[src/hdl/assert_macros.svh]
// Assertion macros shared by the button click classifier RTL
`ifndef ASSERT_MACROS_SVH
`define ASSERT_MACROS_SVH
`ifndef NO_ASSERTIONS
`define BCC_ASSERT_HOLDS(label, clk, rst_n, expr) \
    label: assert property (@(posedge clk) disable iff (!rst_n) (expr)) \
        else $error("assertion failed");
`define BCC_ASSERT_IMPLIES(label, clk, rst_n, ante, cons) \
    label: assert property (@(posedge clk) disable iff (!rst_n) (ante) |-> (cons)) \
        else $error("assertion failed");
`define BCC_ASSERT_NEXT(label, clk, rst_n, ante, cons) \
    label: assert property (@(posedge clk) disable iff (!rst_n) (ante) |=> (cons)) \
        else $error("assertion failed");
`else
`define BCC_ASSERT_HOLDS(label, clk, rst_n, expr)
`define BCC_ASSERT_IMPLIES(label, clk, rst_n, ante, cons)
`define BCC_ASSERT_NEXT(label, clk, rst_n, ante, cons)
`endif
`endif

[src/hdl/bcc_pkg.sv]
// Types and constants of the button click classifier
package bcc_pkg;

    localparam int PIN_COUNT   = 3;
    localparam int TICK_W      = 16;
    localparam int BOUNCE_W    = 4;
    localparam int CLICK_W     = 2;
    localparam int CFG_INDEX_W = 4;
    localparam int CFG_DATA_W  = 16;

    localparam logic [TICK_W-1:0]   TICK_MAX   = '1;
    localparam logic [BOUNCE_W-1:0] BOUNCE_MAX = '1;
    localparam logic [CLICK_W-1:0]  CLICK_MAX  = '1;
    localparam logic [CLICK_W-1:0]  CLICK_ONE  = CLICK_W'(1);
    localparam logic [CLICK_W-1:0]  CLICK_TWO  = CLICK_W'(2);

    localparam logic [CFG_INDEX_W-1:0] CFG_LONG_PRESS   = CFG_INDEX_W'(0);
    localparam logic [CFG_INDEX_W-1:0] CFG_HOLD_MARK    = CFG_INDEX_W'(1);
    localparam logic [CFG_INDEX_W-1:0] CFG_RELEASE_WAIT = CFG_INDEX_W'(2);
    localparam logic [CFG_INDEX_W-1:0] CFG_DEBOUNCE     = CFG_INDEX_W'(3);

    localparam logic [TICK_W-1:0]   LONG_PRESS_RESET   = TICK_W'(50);
    localparam logic [TICK_W-1:0]   HOLD_MARK_RESET    = TICK_W'(30);
    localparam logic [TICK_W-1:0]   RELEASE_WAIT_RESET = TICK_W'(15);
    localparam logic [BOUNCE_W-1:0] DEBOUNCE_RESET     = BOUNCE_W'(3);

    typedef enum logic [1:0] {
        PH_IDLE    = 2'd0,
        PH_PRESSED = 2'd1,
        PH_WAIT    = 2'd2
    } phase_t;

    typedef enum logic [1:0] {
        EV_NONE   = 2'd0,
        EV_SINGLE = 2'd1,
        EV_DOUBLE = 2'd2,
        EV_LONG   = 2'd3
    } event_t;

    localparam logic [1:0] TOGGLE_NONE = 2'b00;
    localparam logic [1:0] TOGGLE_LED0 = 2'b01;
    localparam logic [1:0] TOGGLE_LED1 = 2'b10;
    localparam logic [1:0] TOGGLE_BOTH = 2'b11;

    typedef struct packed {
        logic [TICK_W-1:0]   long_press;
        logic [TICK_W-1:0]   hold_mark;
        logic [TICK_W-1:0]   release_wait;
        logic [BOUNCE_W-1:0] debounce;
    } cfg_t;

    typedef struct packed {
        logic [1:0] toggle;
        event_t     ev;
    } lane_out_t;

    typedef struct packed {
        logic   led_zero;
        logic   led_one;
        event_t ev0;
        event_t ev1;
        event_t ev2;
    } out_item_t;

endpackage

[src/hdl/button_click_classifier.sv]
// Top level of the button click classifier: config registers, lanes, merge, output stage
//
// One item per clock while s_ready is high: every tick enters one NUM_BUTTONS-wide bank
// of button lanes, each holding its own debounce counter, phase, tick counter and click
// counter, and the merge stage folds their LED toggles into the shared LED state in the
// same cycle. The result is registered for the m_ channel in a two-entry output stage
// (output register plus skid register) that keeps s_ready high until the skid register
// fills, so the sustained rate is one item per cycle while results are taken.
// cfg_ready is always high and a write takes effect for the next accepted item; indexes
// beyond the register list are ignored.
`include "assert_macros.svh"

module button_click_classifier #(
    parameter int NUM_BUTTONS = 3
) (
    input  logic                               aclk,
    input  logic                               aresetn,
    input  logic                               s_valid,
    output logic                               s_ready,
    input  logic                               s_button_0_pin,
    input  logic                               s_button_1_pin,
    input  logic                               s_button_2_pin,
    output logic                               m_valid,
    input  logic                               m_ready,
    output logic                               m_led_zero,
    output logic                               m_led_one,
    output logic [1:0]                         m_event_button_0,
    output logic [1:0]                         m_event_button_1,
    output logic [1:0]                         m_event_button_2,
    input  logic                               cfg_valid,
    output logic                               cfg_ready,
    input  logic [bcc_pkg::CFG_INDEX_W-1:0]    cfg_index,
    input  logic [bcc_pkg::CFG_DATA_W-1:0]     cfg_data
);

    bcc_pkg::cfg_t       cfg_reg;
    logic                step;
    logic [bcc_pkg::PIN_COUNT-1:0] pins;
    bcc_pkg::lane_out_t  lane_res [NUM_BUTTONS];
    bcc_pkg::event_t     pin_ev [bcc_pkg::PIN_COUNT];
    logic [1:0]          led;
    bcc_pkg::out_item_t  item_new;
    bcc_pkg::out_item_t  out_reg;
    bcc_pkg::out_item_t  skid_reg;
    logic                out_valid_reg;
    logic                skid_valid_reg;

    assign cfg_ready = 1'b1;

    always_ff @(posedge aclk) begin
        if (!aresetn) begin
            cfg_reg.long_press   <= bcc_pkg::LONG_PRESS_RESET;
            cfg_reg.hold_mark    <= bcc_pkg::HOLD_MARK_RESET;
            cfg_reg.release_wait <= bcc_pkg::RELEASE_WAIT_RESET;
            cfg_reg.debounce     <= bcc_pkg::DEBOUNCE_RESET;
        end else if (cfg_valid && cfg_ready) begin
            case (cfg_index)
                bcc_pkg::CFG_LONG_PRESS:   cfg_reg.long_press   <= cfg_data;
                bcc_pkg::CFG_HOLD_MARK:    cfg_reg.hold_mark    <= cfg_data;
                bcc_pkg::CFG_RELEASE_WAIT: cfg_reg.release_wait <= cfg_data;
                bcc_pkg::CFG_DEBOUNCE:
                    cfg_reg.debounce <= cfg_data[bcc_pkg::BOUNCE_W-1:0];
                default: begin
                end
            endcase
        end
    end

    assign s_ready = !skid_valid_reg;
    assign step    = s_valid && s_ready;
    assign pins    = {s_button_2_pin, s_button_1_pin, s_button_0_pin};

    for (genvar b = 0; b < NUM_BUTTONS; b++) begin : g_lane
        logic raw;
        if (b < bcc_pkg::PIN_COUNT) begin : g_pin
            assign raw = pins[b];
        end else begin : g_idle
            assign raw = 1'b1;
        end
        bcc_lane u_lane (
            .aclk    (aclk),
            .aresetn (aresetn),
            .step    (step),
            .raw     (raw),
            .cfg     (cfg_reg),
            .result  (lane_res[b])
        );
    end

    for (genvar p = 0; p < bcc_pkg::PIN_COUNT; p++) begin : g_event
        if (p < NUM_BUTTONS) begin : g_used
            assign pin_ev[p] = lane_res[p].ev;
        end else begin : g_absent
            assign pin_ev[p] = bcc_pkg::EV_NONE;
        end
    end

    bcc_merge #(
        .NUM_BUTTONS (NUM_BUTTONS)
    ) u_merge (
        .aclk     (aclk),
        .aresetn  (aresetn),
        .step     (step),
        .lane_res (lane_res),
        .led      (led)
    );

    always_comb begin
        item_new.led_zero = led[0];
        item_new.led_one  = led[1];
        item_new.ev0      = pin_ev[0];
        item_new.ev1      = pin_ev[1];
        item_new.ev2      = pin_ev[2];
    end

    always_ff @(posedge aclk) begin
        if (!aresetn) begin
            out_valid_reg  <= 1'b0;
            skid_valid_reg <= 1'b0;
        end else if (!out_valid_reg || m_ready) begin
            if (skid_valid_reg) begin
                out_valid_reg  <= 1'b1;
                skid_valid_reg <= 1'b0;
            end else begin
                out_valid_reg <= step;
            end
        end else if (step) begin
            skid_valid_reg <= 1'b1;
        end
    end

    always_ff @(posedge aclk) begin
        if (!out_valid_reg || m_ready) begin
            if (skid_valid_reg) begin
                out_reg <= skid_reg;
            end else if (step) begin
                out_reg <= item_new;
            end
        end else if (step) begin
            skid_reg <= item_new;
        end
    end

    assign m_valid          = out_valid_reg;
    assign m_led_zero       = out_reg.led_zero;
    assign m_led_one        = out_reg.led_one;
    assign m_event_button_0 = out_reg.ev0;
    assign m_event_button_1 = out_reg.ev1;
    assign m_event_button_2 = out_reg.ev2;

    `BCC_ASSERT_IMPLIES(a_skid_behind_out, aclk, aresetn, skid_valid_reg, out_valid_reg)
    `BCC_ASSERT_NEXT(a_out_held_on_stall, aclk, aresetn, out_valid_reg && !m_ready, out_valid_reg && $stable(out_reg))
    `BCC_ASSERT_NEXT(a_skid_drains, aclk, aresetn, skid_valid_reg && m_ready, !skid_valid_reg && out_valid_reg)

endmodule

[src/hdl/bcc_lane.sv]
// Per-button lane: debounce filter and click classification state machine
`include "assert_macros.svh"

module bcc_lane (
    input  logic               aclk,
    input  logic               aresetn,
    input  logic               step,
    input  logic               raw,
    input  bcc_pkg::cfg_t      cfg,
    output bcc_pkg::lane_out_t result
);

    logic                              stable_reg, stable_next;
    bcc_pkg::phase_t                   phase_reg, phase_next;
    logic [bcc_pkg::TICK_W-1:0]        elapsed_reg, elapsed_next;
    logic [bcc_pkg::BOUNCE_W-1:0]      bounce_reg, bounce_next;
    logic [bcc_pkg::CLICK_W-1:0]       click_reg, click_next;

    logic [bcc_pkg::TICK_W-1:0]        elapsed_inc;
    logic [bcc_pkg::BOUNCE_W-1:0]      bounce_inc;

    always_comb begin
        elapsed_inc = elapsed_reg;
        if (phase_reg != bcc_pkg::PH_IDLE && elapsed_reg != bcc_pkg::TICK_MAX) begin
            elapsed_inc = elapsed_reg + bcc_pkg::TICK_W'(1);
        end
        bounce_inc = (bounce_reg != bcc_pkg::BOUNCE_MAX)
                   ? bounce_reg + bcc_pkg::BOUNCE_W'(1) : bounce_reg;
        stable_next = stable_reg;
        bounce_next = '0;
        if (stable_reg != raw) begin
            if (bounce_inc >= cfg.debounce) begin
                stable_next = raw;
            end else begin
                bounce_next = bounce_inc;
            end
        end
    end

    always_comb begin
        phase_next   = phase_reg;
        elapsed_next = elapsed_inc;
        click_next   = click_reg;
        case (phase_reg)
            bcc_pkg::PH_IDLE: begin
                if (!stable_next) begin
                    elapsed_next = '0;
                    click_next   = bcc_pkg::CLICK_ONE;
                    phase_next   = bcc_pkg::PH_PRESSED;
                end
            end
            bcc_pkg::PH_PRESSED: begin
                if (stable_next) begin
                    if (elapsed_inc >= cfg.long_press) begin
                        phase_next = bcc_pkg::PH_IDLE;
                    end else begin
                        elapsed_next = '0;
                        phase_next   = bcc_pkg::PH_WAIT;
                    end
                end else if (elapsed_inc >= cfg.hold_mark) begin
                    click_next = '0;
                end
            end
            bcc_pkg::PH_WAIT: begin
                if (elapsed_inc >= cfg.release_wait) begin
                    phase_next = bcc_pkg::PH_IDLE;
                end else if (!stable_next) begin
                    if (click_reg != bcc_pkg::CLICK_MAX) begin
                        click_next = click_reg + bcc_pkg::CLICK_W'(1);
                    end
                    elapsed_next = '0;
                    phase_next   = bcc_pkg::PH_PRESSED;
                end
            end
            default: begin
                phase_next = bcc_pkg::PH_IDLE;
            end
        endcase
    end

    always_comb begin
        result.ev     = bcc_pkg::EV_NONE;
        result.toggle = bcc_pkg::TOGGLE_NONE;
        case (phase_reg)
            bcc_pkg::PH_PRESSED: begin
                if (stable_next && elapsed_inc >= cfg.long_press) begin
                    result.ev     = bcc_pkg::EV_LONG;
                    result.toggle = bcc_pkg::TOGGLE_BOTH;
                end
            end
            bcc_pkg::PH_WAIT: begin
                if (elapsed_inc >= cfg.release_wait) begin
                    if (click_reg == bcc_pkg::CLICK_ONE) begin
                        result.ev     = bcc_pkg::EV_SINGLE;
                        result.toggle = bcc_pkg::TOGGLE_LED0;
                    end else if (click_reg == bcc_pkg::CLICK_TWO) begin
                        result.ev     = bcc_pkg::EV_DOUBLE;
                        result.toggle = bcc_pkg::TOGGLE_LED1;
                    end
                end
            end
            default: begin
                result.ev     = bcc_pkg::EV_NONE;
                result.toggle = bcc_pkg::TOGGLE_NONE;
            end
        endcase
    end

    always_ff @(posedge aclk) begin
        if (!aresetn) begin
            stable_reg  <= 1'b1;
            phase_reg   <= bcc_pkg::PH_IDLE;
            elapsed_reg <= '0;
            bounce_reg  <= '0;
            click_reg   <= '0;
        end else if (step) begin
            stable_reg  <= stable_next;
            phase_reg   <= phase_next;
            elapsed_reg <= elapsed_next;
            bounce_reg  <= bounce_next;
            click_reg   <= click_next;
        end
    end

    `BCC_ASSERT_IMPLIES(a_idle_no_event, aclk, aresetn, phase_reg == bcc_pkg::PH_IDLE, result.ev == bcc_pkg::EV_NONE)
    `BCC_ASSERT_IMPLIES(a_long_toggles_both, aclk, aresetn, result.ev == bcc_pkg::EV_LONG, result.toggle == bcc_pkg::TOGGLE_BOTH)
    `BCC_ASSERT_NEXT(a_hold_without_step, aclk, aresetn, !step, $stable(phase_reg) && $stable(elapsed_reg) && $stable(click_reg))

endmodule

[src/hdl/bcc_merge.sv]
// Merge stage: combines lane toggles into the LED state
module bcc_merge #(
    parameter int NUM_BUTTONS = 3
) (
    input  logic               aclk,
    input  logic               aresetn,
    input  logic               step,
    input  bcc_pkg::lane_out_t lane_res [NUM_BUTTONS],
    output logic [1:0]         led
);

    logic [1:0] led_reg;
    logic [1:0] toggle_all;

    always_comb begin
        toggle_all = bcc_pkg::TOGGLE_NONE;
        for (int b = 0; b < NUM_BUTTONS; b++) begin
            toggle_all = toggle_all ^ lane_res[b].toggle;
        end
    end

    assign led = led_reg ^ toggle_all;

    always_ff @(posedge aclk) begin
        if (!aresetn) begin
            led_reg <= 2'b00;
        end else if (step) begin
            led_reg <= led;
        end
    end

endmodule

[config.mk]
export PLATFORM = sky130hd
export DESIGN_NAME = button_click_classifier
export DESIGN_NICKNAME = d
export VERILOG_FILES = /design/src/hdl/bcc_pkg.sv /design/src/hdl/button_click_classifier.sv /design/src/hdl/bcc_lane.sv /design/src/hdl/bcc_merge.sv
export VERILOG_INCLUDE_DIRS = /design/src /design/src/hdl
export SDC_FILE = /design/constraint.sdc
export NUM_CORES = 1
export LEC_CHECK = 0
export BUFFER_PORTS_ARGS = -buffer_cell sky130_fd_sc_hd__buf_2
export CORE_ASPECT_RATIO = 0.9
export CORE_MARGIN = 1
export CORE_UTILIZATION = 60
export DETAILED_ROUTE_END_ITERATION = 10
export PLACE_DENSITY = 0.86
export SETUP_SLACK_MARGIN = 0.3
export SYNTH_ARGS = -nofsm -noshare
export SYNTH_HDL_FRONTEND = slang
export SYNTH_HIERARCHICAL = 1
export SYNTH_SLANG_ARGS = --single-unit
[constraint.sdc]
create_clock -name aclk -period 13.7 [get_ports aclk]
set_input_delay 0.685 -clock aclk [delete_from_list [all_inputs] [get_ports aclk]]
set_output_delay 0.685 -clock aclk [all_outputs]
set_load 0.005 [all_outputs]
# [Word level (Yosys, flattened, before mapping)]
# Index checks and enable logic that the tools add are counted.
[totals] inputBits=28 elab_cells=227 ff_bits=147 out_inout_bits=11
[op_classes] bitwise=5 mux=87 order_cmp=12 n_addsub=9 n_reduce_logical=34 eq_ne=48
[ops] cell="16-bit two-way mux" count=15
[ops] cell="16-bit greater-or-equal comparator" count=9
[ops] cell="16-bit case mux with 3 select lines" count=3
[ops] cell="4-bit two-way mux" count=21
[ops] cell="2-bit two-way mux" count=30
[ops] cell="16-bit by 1-bit adder with 16-bit output, second input constant" count=3
[ops] cell="16-bit != test, second input constant" count=3
[ops] cell="2-bit case mux with 3 select lines" count=6
[ops] cell="2-bit != test, second input constant" count=15
[ops] cell="4-bit case mux with 2 select lines" count=3
[ops] cell="8-bit AND reduction" count=3
[ops] cell="2-bit by 1-bit != test with 1-bit output, second input constant" count=9
[ops] cell="2-bit AND reduction" count=9
[ops] cell="8-bit two-way mux" count=2
[ops] cell="4-bit by 1-bit adder with 4-bit output, second input constant" count=3
[ops] cell="2-bit by 1-bit == test with 1-bit output, second input constant" count=6
[ops] cell="2-bit == test, second input constant" count=6
[ops] cell="4-bit greater-or-equal comparator" count=3
[ops] cell="4-bit != test, second input constant" count=3
[ops] cell="3-bit nonzero test" count=3
[ops] cell="4-bit by 2-bit == test with 1-bit output, second input constant" count=2
[ops] cell="2-bit nonzero test" count=4
[ops] cell="1-bit logical AND" count=7
[ops] cell="1-bit two-way mux" count=7
[ops] cell="10 further kinds" count=20

# [Depth between registers and ports, before layout]
[logic_depth] depth_word=13 ltp_mapped=19 ltp_nobuf=18

# [By module]
# Netlist, hierarchy kept.
[modules_own_cells] module="bcc_lane at g_lane[0].u_lane ..." seq_area_each_um2=500.5 cells_each=388 instances=2 area_each_um2=3118.0
[modules_own_cells] module="bcc_lane at g_lane[2].u_lane" seq_area_each_um2=500.5 cells_each=371 instances=1 area_each_um2=2940.3
[modules_own_cells] module="button_click_classifier" seq_area_each_um2=1561.5 cells_each=242 instances=1 area_each_um2=2712.6
[modules_own_cells] module="bcc_merge" seq_area_each_um2=40.0 cells_each=13 instances=1 area_each_um2=143.9

# [Worst setup path after synthesis]
# Ideal clock, no wire load.
[synth_timing] path_kind="flip-flop to flip-flop" start="register g_lane[1].u_lane.phase_reg[0]" end="register out_reg (netlist bit m_led_one) (data pin)" synth_period_minus_slack_ns=4.301 setup_ns=0.260 path_stages_with_launch=18 n_path_buf=1 arrival_ns=4.041 t_required_ns=13.440 setup_slack_ns=9.399 path_cell_list="dfxtp_1 > inv_1 > ha_1 > nor4b_2 > o211ai_1 > nor2_1 > xor2_1 > ha_1 > and4_1 > nand2_1 > o311a_1 > a21oi_1 > nand2_1 > a21boi_0 > buf_4 > xnor3_1 > xnor2_1 > mux2_2"
[synth_rtl] item="from (decl)" line_no="bcc_lane.sv:14" text="bcc_pkg::phase_t phase_reg, phase_next;"
[synth_rtl] item="from (signal assigned)" line_no="bcc_lane.sv:112" text="phase_reg <= bcc_pkg::PH_IDLE;"
[synth_rtl] item="from (signal assigned)" line_no="bcc_lane.sv:118" text="phase_reg <= phase_next;"
[synth_rtl] item="to (signal assigned)" line_no="button_click_classifier.sv:135" text="out_reg <= skid_reg;"
[synth_rtl] item="to (signal assigned)" line_no="button_click_classifier.sv:137" text="out_reg <= item_new;"
[synth_rtl] item="to (decl)" line_no="button_click_classifier.sv:43" text="bcc_pkg::out_item_t out_reg;"

==> results.json <==
{
  "power.density_nw_per_um2": 89.47,
  "drt_iter0_markers": 1255,
  "synth-warning-count": 6,
  "numCtsBuffers": 17,
  "grt.overflow.total": 0,
  "pre_cts_slack_ns": 8.362,
  "finalCritPeriodShare": 0.4191,
  "drc": 0,
  "io_buffers": 37,
  "die-area_sq_um": 20630,
  "synthAdderAreaFrac": 0.1934,
  "htreeDepth": 4,
  "syn_nets": 1616,
  "io_pins": 39,
  "routed_via_density": 6.297,
  "worst_slew_pin_slew_ns": 1.099,
  "wl_per_cell_um": 19.16,
  "root_buffer": "clkbuf_16",
  "num_rows": 48,
  "clk-insertion-delay-late_ns": 0.44,
  "drive_above_1_share": 0.08964,
  "fp.dieW_um": 151.3,
  "dpl_cell_area_sq_um": 12240,
  "synthCells": 1402,
  "cts_hold_buf": 0,
  "track_usage": 0.3202,
  "peakVddDrop_uv": 78.34,
  "hpwl_um": 23370,
  "layout_setup_ws_ns": 7.958,
  "synth.lib_cells_used.distinct": 89,
  "place_congestion": 0.9880,
  "ys_seq_area_frac": 0.2579,
  "post_cts_buffers": 0,
  "finClkSkew_ns": 0.01301,
  "gr-usage-met3": 0.06678,
  "ys_ff_latch": 147,
  "crit_path_end_kind": "flop",
  "cts_buffer_depth": 2,
  "avgSynthCellArea_sq_um": 8.583,
  "cp.arrival_ns": 5.93,
  "largest_reg_flops": 52,
  "area_growth_pct": 6.571,
  "ys.flop_type": "dfxtp_1",
  "insertedDiodeCount": 0,
  "cts_tree": "built",
  "setup-tns-final_ns": 0,
  "max_freq_mhz": 174.2,
  "initial_core_util": 0.6203,
  "total_power_mw": 1.147,
  "routed_wl_um": 32150,
  "globalRoute.busiestLayer": "met2",
  "grtUsageMet2": 0.4939,
  "num_vias": 10570,
  "antenna_found_initial": 0,
  "synthMuxAreaShare": 0.05314,
  "path_clk_slew_ns": 0.07,
  "synth_top_family_by_area": "simple AND/OR/NAND/NOR gates",
  "fin_nets": 1629,
  "holdCritPathClass": "flop to flop",
  "yosys.area_share.simple": 0.2004,
  "max_cap_violations": 0,
  "cts_resized": 0,
  "fin_crit_ns": 5.742,
  "slew_headroom": 0.2486,
  "core_sq_um": 19400,
  "grt_max_degree": 61,
  "drv_slew": 0,
  "critical_path_class": "flop to flop",
  "clock-sinks": 147,
  "required_ns": 13.88,
  "fin_util": 0.6611,
  "cp-start-kind": "flop",
  "grt_pass1_vias": 9913,
  "finalInstanceArea_sq_um": 12820,
  "final_hold_viol_count": 0,
  "rsz0062_at_grt": "false",
  "synthTopCellsByArea": "dfxtp_1 22%, ha_1 19%, inv_1 5.7%, nand2_1 4.6%, edfxtp_1 4.0%",
  "synth_edf_count": 16,
  "synthArstFlopShare": 0,
  "synth_compound_gate_area_share": 0.1651,
  "status": "completed",
  "fp.dieH_um": 136.3,
  "drt-pass1-iter-count": 6,
  "p_leak_nw": 5.693,
  "synth_top_area_cell": "dfxtp_1",
  "synth_area_sq_um": 12030,
  "setup_violations": 0,
  "grt_first_pass_wirelength_um": 50740,
  "synth_top_area_share": 0.2179,
  "synthXorXnorAreaFrac": 0.04523,
  "critPathMaxFanout": 7,
  "ant_nets": 0,
  "use_met1": 0.4258
}
[final timing paths]
path	start	endpoint	slack (ns)	cells past startpoint
setup / recovery	g_lane[0].u_lane/phase_reg[0]	m_led_one	7.96	15
hold / removal	m_valid	skid_valid_reg	0.50	2
setup reg to reg	g_lane[0].u_lane/phase_reg[0]	m_led_one	7.96	15
hold reg to reg	m_valid	skid_valid_reg	0.50	2
[power by group]
part / leakage, nW / switching (mW) / internal [mW]
clock: 0.286 / 0.222 / 0.252
sequential: 1.22 / 0.0165 / 0.447
combinational: 4.19 / 0.128 / 0.0814
[routing by layer]
layer  up-vias  share of wire  wire length, um
met3       130           0.10             3325
met2       616           0.44            14020
met1      4852           0.42            13420
li1       4969              -                -
met4         0          0.043             1377
met5         -              0                0
[cells in the mapped netlist (5+ instances only)]
| master | n |
|---|---|
| nor2b_1 | 28 |
| a31o_1 | 16 |
| or4b_1 | 6 |
| nand3_1 | 38 |
| xnor2_1 | 36 |
| a211o_1 | 7 |
| nand2b_1 | 14 |
| a211oi_1 | 11 |
| edfxtp_1 | 16 |
| inv_1 | 182 |
| nor2_1 | 54 |
| mux2i_1 | 47 |
| xor2_1 | 21 |
| nand4b_1 | 8 |
| buf_4 | 12 |
| o2bb2ai_1 | 16 |
| a2111oi_0 | 5 |
| o211ai_1 | 15 |
| a31oi_1 | 10 |
| nand2_1 | 148 |
| and2_1 | 23 |
| o21ai_0 | 40 |
| and4_1 | 18 |
| nand4_1 | 26 |
| clkbuf_8 | 6 |
| clkbuf_1 | 17 |
| a21oi_2 | 7 |
| a21boi_0 | 10 |
| or3_1 | 9 |
| and3_1 | 11 |
| nor3b_1 | 13 |
| nor3_1 | 13 |
| ha_1 | 186 |
| o21a_1 | 13 |
| dfxtp_1 | 131 |
| a21oi_1 | 73 |
| mux2_2 | 13 |
[cell type report]
| class | instances | area, sq um |
|---|---|---|
| clock buffer | 18 | 450.4 |
| clock inverter | 14 | 132.6 |
| fill | 1493 | 6575 |
| inverter | 183 | 686.9 |
| multi-input combinational | 1025 | 7920 |
| sequential | 147 | 3103 |
| tap | 250 | 312.8 |
| timing repair buffer | 41 | 217.7 |
[worst max-delay path, stage by stage (launching register included)]
cell	delay, ns
dfxtp_1	0.41
inv_1	0.10
ha_1	0.31
nor3_1	0.55
nand4_1	0.25
xnor2_1	0.42
ha_1	0.24
nand4_1	0.16
nor3_1	0.32
nor4b_1	0.62
or3_1	0.26
nand3_1	0.13
a21boi_0	0.79
xnor3_1	0.50
xnor2_1	0.17
mux2_2	0.26
[cells by family (layout without fill, tap and decap cells)]
| group | count (synthesis) | after routing |
|---|---|---|
| AOI/OAI and AO/OA | 274 | 274 |
| muxes | 62 | 62 |
| xor gates and xnor gates | 59 | 59 |
| adders and majority gates | 186 | 186 |
| buffers and inverters | 230 | 256 |
| and+or+nand+nor | 443 | 443 |
| DFF | 147 | 147 |
| other | 1 | 1 |
[cells in the final DEF, fill, tap and decap left out, drive strengths merged, types with 6 or more instances in the layout]
cell type  netlist  routed
inv            182     191
ha             186     186
nand2          149     149
dfxtp          131     131
a21oi           80      80
nor2            54      54
mux2i           47      47
o21ai           44      44
buf             21      41
nand3           38      38
xnor2           36      36
nor2b           28      28
nand4           26      26
and2            26      26
xor2            21      21
clkbuf          25      18
and4            18      18
nand2b          18      18
a31o            17      17
o2bb2ai         16      16
edfxtp          16      16
o211ai          15      15
mux2            15      15
a211oi          14      14
nor3b           13      13
nor3            13      13
o21a            13      13
a21boi          13      13
a2111oi         12      12
and3            11      11
a31oi           10      10
or3              9       9
nand4b           9       9
a211o            7       7
or4b             6       6
or2              6       6
[through the flow]
step	hold slack (ns)	std cells
final	0.5025	1678
after CTS	0.4999	1678
after global routing	0.5207	1678
after floorplan	0.4608	1402
after global placement	0.4827	1646
after detailed placement	0.4887	1646
Power figures use the tool's default switching activity.
